[src/rtl/sstoi_pkg.sv]
`timescale 1ns / 1ps
// ----------------------------------------------------------------------------
// Swept sphere time of impact: shared package
// Field widths, derived datapath widths and the item types of both channels.
// ----------------------------------------------------------------------------
package sstoi_pkg;

  // Field widths of the channels.
  localparam int CoordWidth   = 32;
  localparam int TimeFracBits = 16;

  // Limb width of the pipelined multipliers.
  localparam int MulLimb = 32;

  // Derived datapath widths.
  localparam int AccWidth   = 2 * CoordWidth + 2;  // a, m.m, half b sums
  localparam int BWidth     = 2 * CoordWidth + 3;  // |b|
  localparam int DiscWidth  = 2 * BWidth;          // b^2, 4ac, discriminant
  localparam int RootWidth  = BWidth;              // floor square root
  localparam int SqRemWidth = RootWidth + 4;       // square root remainder
  localparam int DenWidth   = AccWidth + 1;        // 2a
  localparam int DivWidth   = DenWidth + 1;        // divider remainder
  localparam int TimeWidth  = TimeFracBits + 1;

  // Register stages from input to output register.
  localparam int Stages = 14 + RootWidth + TimeWidth;

  typedef struct packed {
    logic signed [CoordWidth-1:0] start_x;
    logic signed [CoordWidth-1:0] start_y;
    logic signed [CoordWidth-1:0] start_z;
    logic signed [CoordWidth-1:0] end_x;
    logic signed [CoordWidth-1:0] end_y;
    logic signed [CoordWidth-1:0] end_z;
    logic        [CoordWidth-2:0] moving_radius;
    logic signed [CoordWidth-1:0] target_x;
    logic signed [CoordWidth-1:0] target_y;
    logic signed [CoordWidth-1:0] target_z;
    logic        [CoordWidth-2:0] target_radius;
  } query_t;

  typedef struct packed {
    logic                 hit;
    logic [TimeWidth-1:0] impact_time;
  } result_t;

endpackage

[src/rtl/sstoi_mul.sv]
`timescale 1ns / 1ps
// ----------------------------------------------------------------------------
// Swept sphere time of impact: pipelined unsigned multiplier
// Splits both operands into limbs, registers the limb products, then the row
// sums, then the full product, each register advancing only when enabled.
// ----------------------------------------------------------------------------
module sstoi_mul #(
  parameter int XW = 32,
  parameter int YW = 32,
  parameter int LW = 32
) (
  input  logic            clk_i,
  input  logic            en_i,
  input  logic [XW-1:0]   x_i,
  input  logic [YW-1:0]   y_i,
  output logic [XW+YW-1:0] p_o
);
  import sstoi_pkg::*;

  localparam int NX = (XW + LW - 1) / LW;
  localparam int NY = (YW + LW - 1) / LW;
  localparam int PW = XW + YW;

  logic [NX*LW-1:0] xe;
  logic [NY*LW-1:0] ye;
  logic [2*LW-1:0]  pp_q [NX][NY];
  logic [PW-1:0]    row_d [NX];
  logic [PW-1:0]    row_q [NX];
  logic [PW-1:0]    sum_d;
  logic [PW-1:0]    p_q;

  assign xe = (NX*LW)'(x_i);
  assign ye = (NY*LW)'(y_i);

  // Limb products, one narrow multiplier each.
  always_ff @(posedge clk_i) begin
    if (en_i) begin
      for (int i = 0; i < NX; i++) begin
        for (int j = 0; j < NY; j++) begin
          pp_q[i][j] <= xe[i*LW +: LW] * ye[j*LW +: LW];
        end
      end
    end
  end

  // Sum each row of limb products.
  always_comb begin
    for (int i = 0; i < NX; i++) begin
      row_d[i] = '0;
      for (int j = 0; j < NY; j++) begin
        row_d[i] = row_d[i] + (PW'(pp_q[i][j]) << (j * LW));
      end
    end
  end

  always_ff @(posedge clk_i) begin
    if (en_i) begin
      row_q <= row_d;
    end
  end

  // Sum the rows into the full product.
  always_comb begin
    sum_d = '0;
    for (int i = 0; i < NX; i++) begin
      sum_d = sum_d + (row_q[i] << (i * LW));
    end
  end

  always_ff @(posedge clk_i) begin
    if (en_i) begin
      p_q <= sum_d;
    end
  end

  assign p_o = p_q;

endmodule

[config.mk]
export PLATFORM = sky130hd
export DESIGN_NAME = sstoi_mul
export DESIGN_NICKNAME = d
export VERILOG_FILES = /design/src/rtl/sstoi_pkg.sv /design/src/rtl/sstoi_mul.sv
export SDC_FILE = /design/constraint.sdc
export NUM_CORES = 2
export LEC_CHECK = 0
export BUFFER_PORTS_ARGS = -buffer_cell sky130_fd_sc_hd__buf_2
export CAP_MARGIN = 40
export CORE_ASPECT_RATIO = 1.1
export CORE_MARGIN = 5
export CORE_UTILIZATION = 50
export CTS_BUF_LIST = sky130_fd_sc_hd__clkbuf_16
export CTS_CLUSTER_DIAMETER = 40
export DETAILED_ROUTE_END_ITERATION = 8
export PLACE_DENSITY_LB_ADDON = 0.12
export RECOVER_POWER = 100
export SYNTH_ARGS = -nofsm -noshare
export SYNTH_HDL_FRONTEND = slang
export SYNTH_SLANG_ARGS = --single-unit
[constraint.sdc]
create_clock -name clk_i -period 14.26 [get_ports clk_i]
set_input_delay 0.713 -clock clk_i [delete_from_list [all_inputs] [get_ports clk_i]]
set_output_delay 0.713 -clock clk_i [all_outputs]
set_load 0.03 [all_outputs]
==> flow_summary.yaml <==
setup_path:
  worstSetupPathType: "input port to flop"
  timing.reg2reg.worst_path_depth: 0
  endpoint_kind: "flop"
  cp.arrival_ns: 9.77
  startpoint_type: "input port"
  critical_path_peak_fanout: 32
  rrSetupSlack_ns: 13.51
  critPathRequiredTime_ns: 14.44
  crit-reg2reg-launch: "pp_q[0][52]"
  r2r-end: "row_q[52]"
outcome:
  run_status: "complete, but fails checks"
  violations: "capacitance limit, slew limit"
sta:
  actual_transition_at_the_worst_max_transition_pin_ns: 4.282
  final-hold-violation-count: 0
  slew_headroom_pct: -185.5
  final_period_utilization_pct: 67.25
  highest_achievable_clock_rate_ghz: 0.1043
  setup_tns_ns: 0
  skew_ns: 0.01476
  min_period_ns: 9.590
  rsz_0062_raised_after_global_routing: "no"
  final-setup-viol-count: 0
  final_max_slew_viol_count: 246
yosys:
  synth_seq_area_share_pct: 14.75
  synth-async-reset-ratio_pct: 0
  mappedNetlistArea_mm2: 0.03908
  synth-seq-cells: 192
  post_synth_inst_count: 3879
  post_synth_num_cell_types: 56
  yosys_warnings: 0
  number_of_enable_type_register_cells_in_the_synthesized_netlist: 192
  synthFlopType: "sky130_fd_sc_hd__edfxtp_1"
  syn_area_per_cell_um2: 10.07
  synth_nets: 5104
global_routing:
  grt_pass1_vias: 28426
  global_route.overflow_total: 0
  grt_max_degree: 88
  grt_first_pass_wirelength_mm: 166.3
  grt_antenna_before_repair: 6
  grt_use_total_pct: 25.82
clock_tree:
  cts_sink_count: 192
  clock_root_buffer: "sky130_fd_sc_hd__clkbuf_16"
  tritoncts: "built"
  cts.reportedPaths.clkPinSlew_ns: 0.08
  clkLatencyLatePin_ns: 0.44
  cts_inserted_buffers: 17
  post_cts_buffers: 0
  cts-hold-fix-buffers: 0
  cts_repair_resize_count: 0
  cts_buffer_depth: 2
  h-tree-depth: 4
routing:
  met2_length_mm: 55.85
  drt-initial-drc-count: 1514
  routed-via-count: 25767
  postRouteWirelength_mm: 106.1
  viasPerCell: 5.294
  first_pass_iters: 6
  route.detailed.drc: 0
  wire_per_inst_um: 21.80
  antenna_violating_nets_post_route: 0
  routedLengthMet1_mm: 40.12
  highest-signal-layer: "met5"
  met3_length_mm: 4.349
finish:
  seqCellArea_mm2: 0.005766
  area_delta_synth_final_pct: 4.265
  layout_commonest_cell: "sky130_fd_sc_hd__fa_1"
  final_net_count: 5043
  drive_above_1_share_pct: 2.845
  final_cell_mix: "sky130_fd_sc_hd__fa_1, sky130_fd_sc_hd__inv_1, sky130_fd_sc_hd__and2_1, sky130_fd_sc_hd__nand2_1, sky130_fd_sc_hd__ha_1"
  multi_input_area_mm2: 0.02913
  num-fill-cells: 7174
hold_path:
  endpoint_with_the_worst_hold_slack: "p_o[5]"
  timing.hold.worst.class: "flop to flop"
  hold_depth: 0
  worstHoldStart: "row_q[5]"
floorplanning:
  core_mm2: 0.07752
  initial_utilization_pct: 50.41
  die_y_um: 303.2
  pin_count: 130
  rows: 107
  fp.dieW_um: 276.5
  die-area_mm2: 0.08385
placement:
  port_buffers: 129
  gp_routability_congestion: 0.8812
  detailed_place_hpwl_mm: 82.02
job:
  max_cap_violations: 5
==> state kept, by name, summed over array words and instances, names as in the netlist <==
signal  cells
p_o        64
pp_q       64
row_q      64
==> Yosys cell counts, types with 10 or more instances <==
master / instances / area (µm²)
sky130_fd_sc_hd__o21ai_0: 30 / 150.1
sky130_fd_sc_hd__ha_1: 263 / 3291
sky130_fd_sc_hd__o21bai_1: 14 / 105.1
sky130_fd_sc_hd__xor2_1: 26 / 227.7
sky130_fd_sc_hd__nand2_1: 468 / 1757
sky130_fd_sc_hd__clkbuf_1: 211 / 792.0
sky130_fd_sc_hd__a21o_1: 32 / 240.2
sky130_fd_sc_hd__edfxtp_1: 192 / 5766
sky130_fd_sc_hd__fa_1: 896 / 17940
sky130_fd_sc_hd__nand3_1: 16 / 80.08
sky130_fd_sc_hd__a21oi_1: 73 / 365.4
sky130_fd_sc_hd__nand4_1: 24 / 150.1
sky130_fd_sc_hd__inv_1: 862 / 3236
sky130_fd_sc_hd__xnor2_1: 37 / 324.1
sky130_fd_sc_hd__nor2_1: 31 / 116.4
sky130_fd_sc_hd__and2_1: 601 / 3760
sky130_fd_sc_hd__o21ai_1: 10 / 50.05
==> per-stage QoR <==
stage	hold WS (ns)	area [µm²]	util (%)	std cells	setup WS, ns
after floorplan	0.4003	39080	-	3879	6.602
after global placement	0.4010	40240	51.91	4829	5.595
after detailed placement	0.4045	40350	52.06	4834	5.490
after CTS	0.4217	40970	52.85	4866	5.955
after global routing	0.4223	40740	52.56	4867	4.188
final	0.4125	40740	52.56	4867	4.670
==> final cells by class <==
cell class	instances	share of cell area, %
sequential	192	14.15
timing repair buffer	144	1.720
tap	1035	3.178
inverter	862	7.942
multi-input combinational	2601	71.50
clock buffer	17	1.044
clock inverter	15	0.4637
antenna	1	0.006142
==> routing by layer <==
metal  vias to the layer above  GRT usage, %
met5                         -             0
met2                       676         47.23
li1                      11273             -
met4                         2         11.83
met3                       188         2.171
met1                     13628         31.38
==> worst max-delay path, stage by stage <==
cell and delay [ns]:
sky130_fd_sc_hd__clkbuf_1 1.34, sky130_fd_sc_hd__and2_0 0.28, sky130_fd_sc_hd__fa_1 0.43, sky130_fd_sc_hd__inv_1 0.08, sky130_fd_sc_hd__fa_1 0.15, sky130_fd_sc_hd__inv_1 0.05
sky130_fd_sc_hd__fa_1 0.47, sky130_fd_sc_hd__inv_1 0.05, sky130_fd_sc_hd__fa_1 0.50, sky130_fd_sc_hd__inv_1 0.06, sky130_fd_sc_hd__fa_1 0.49, sky130_fd_sc_hd__inv_1 0.05
sky130_fd_sc_hd__fa_1 0.54, sky130_fd_sc_hd__inv_1 0.05, sky130_fd_sc_hd__fa_1 0.44, sky130_fd_sc_hd__fa_1 0.56, sky130_fd_sc_hd__ha_1 0.43, sky130_fd_sc_hd__and2_0 0.22
sky130_fd_sc_hd__and3_1 0.24, sky130_fd_sc_hd__nand4_2 0.11, sky130_fd_sc_hd__o211ai_1 0.41, sky130_fd_sc_hd__a311oi_1 0.28, sky130_fd_sc_hd__o311ai_0 0.89, sky130_fd_sc_hd__a41oi_1 0.26
sky130_fd_sc_hd__and3_1 0.27, sky130_fd_sc_hd__o31ai_1 0.29, sky130_fd_sc_hd__xor2_1 0.10
==> cells by family after synthesis <==
kind of cell	count (synthesis)	synth area share, %
flops	192	14.75
fa+ha+maj	1159	54.32
xor+xnor	63	1.412
compound gates	206	3.458
simple gates	1173	15.56
buf+inv	1086	10.49
==> how the worst max path moves through the flow <==
stage                     startpoint     endpoint  slack (ns)  cells after the start
after global placement       x_i[12]  pp_q[0][60]        5.60                     25
after detailed placement     x_i[12]  pp_q[0][60]        5.49                     25
after CTS                    x_i[12]  pp_q[0][60]        5.96                     25
final                         x_i[4]  pp_q[0][60]        4.67                     27
after floorplan              y_i[17]  pp_q[0][62]        6.60                     26
after global routing          x_i[4]  pp_q[0][60]        4.19                     27
Power is left out: the tool's default activity adds up to more than one toggle a clock period on the data nets, which glitch-free logic cannot reach.
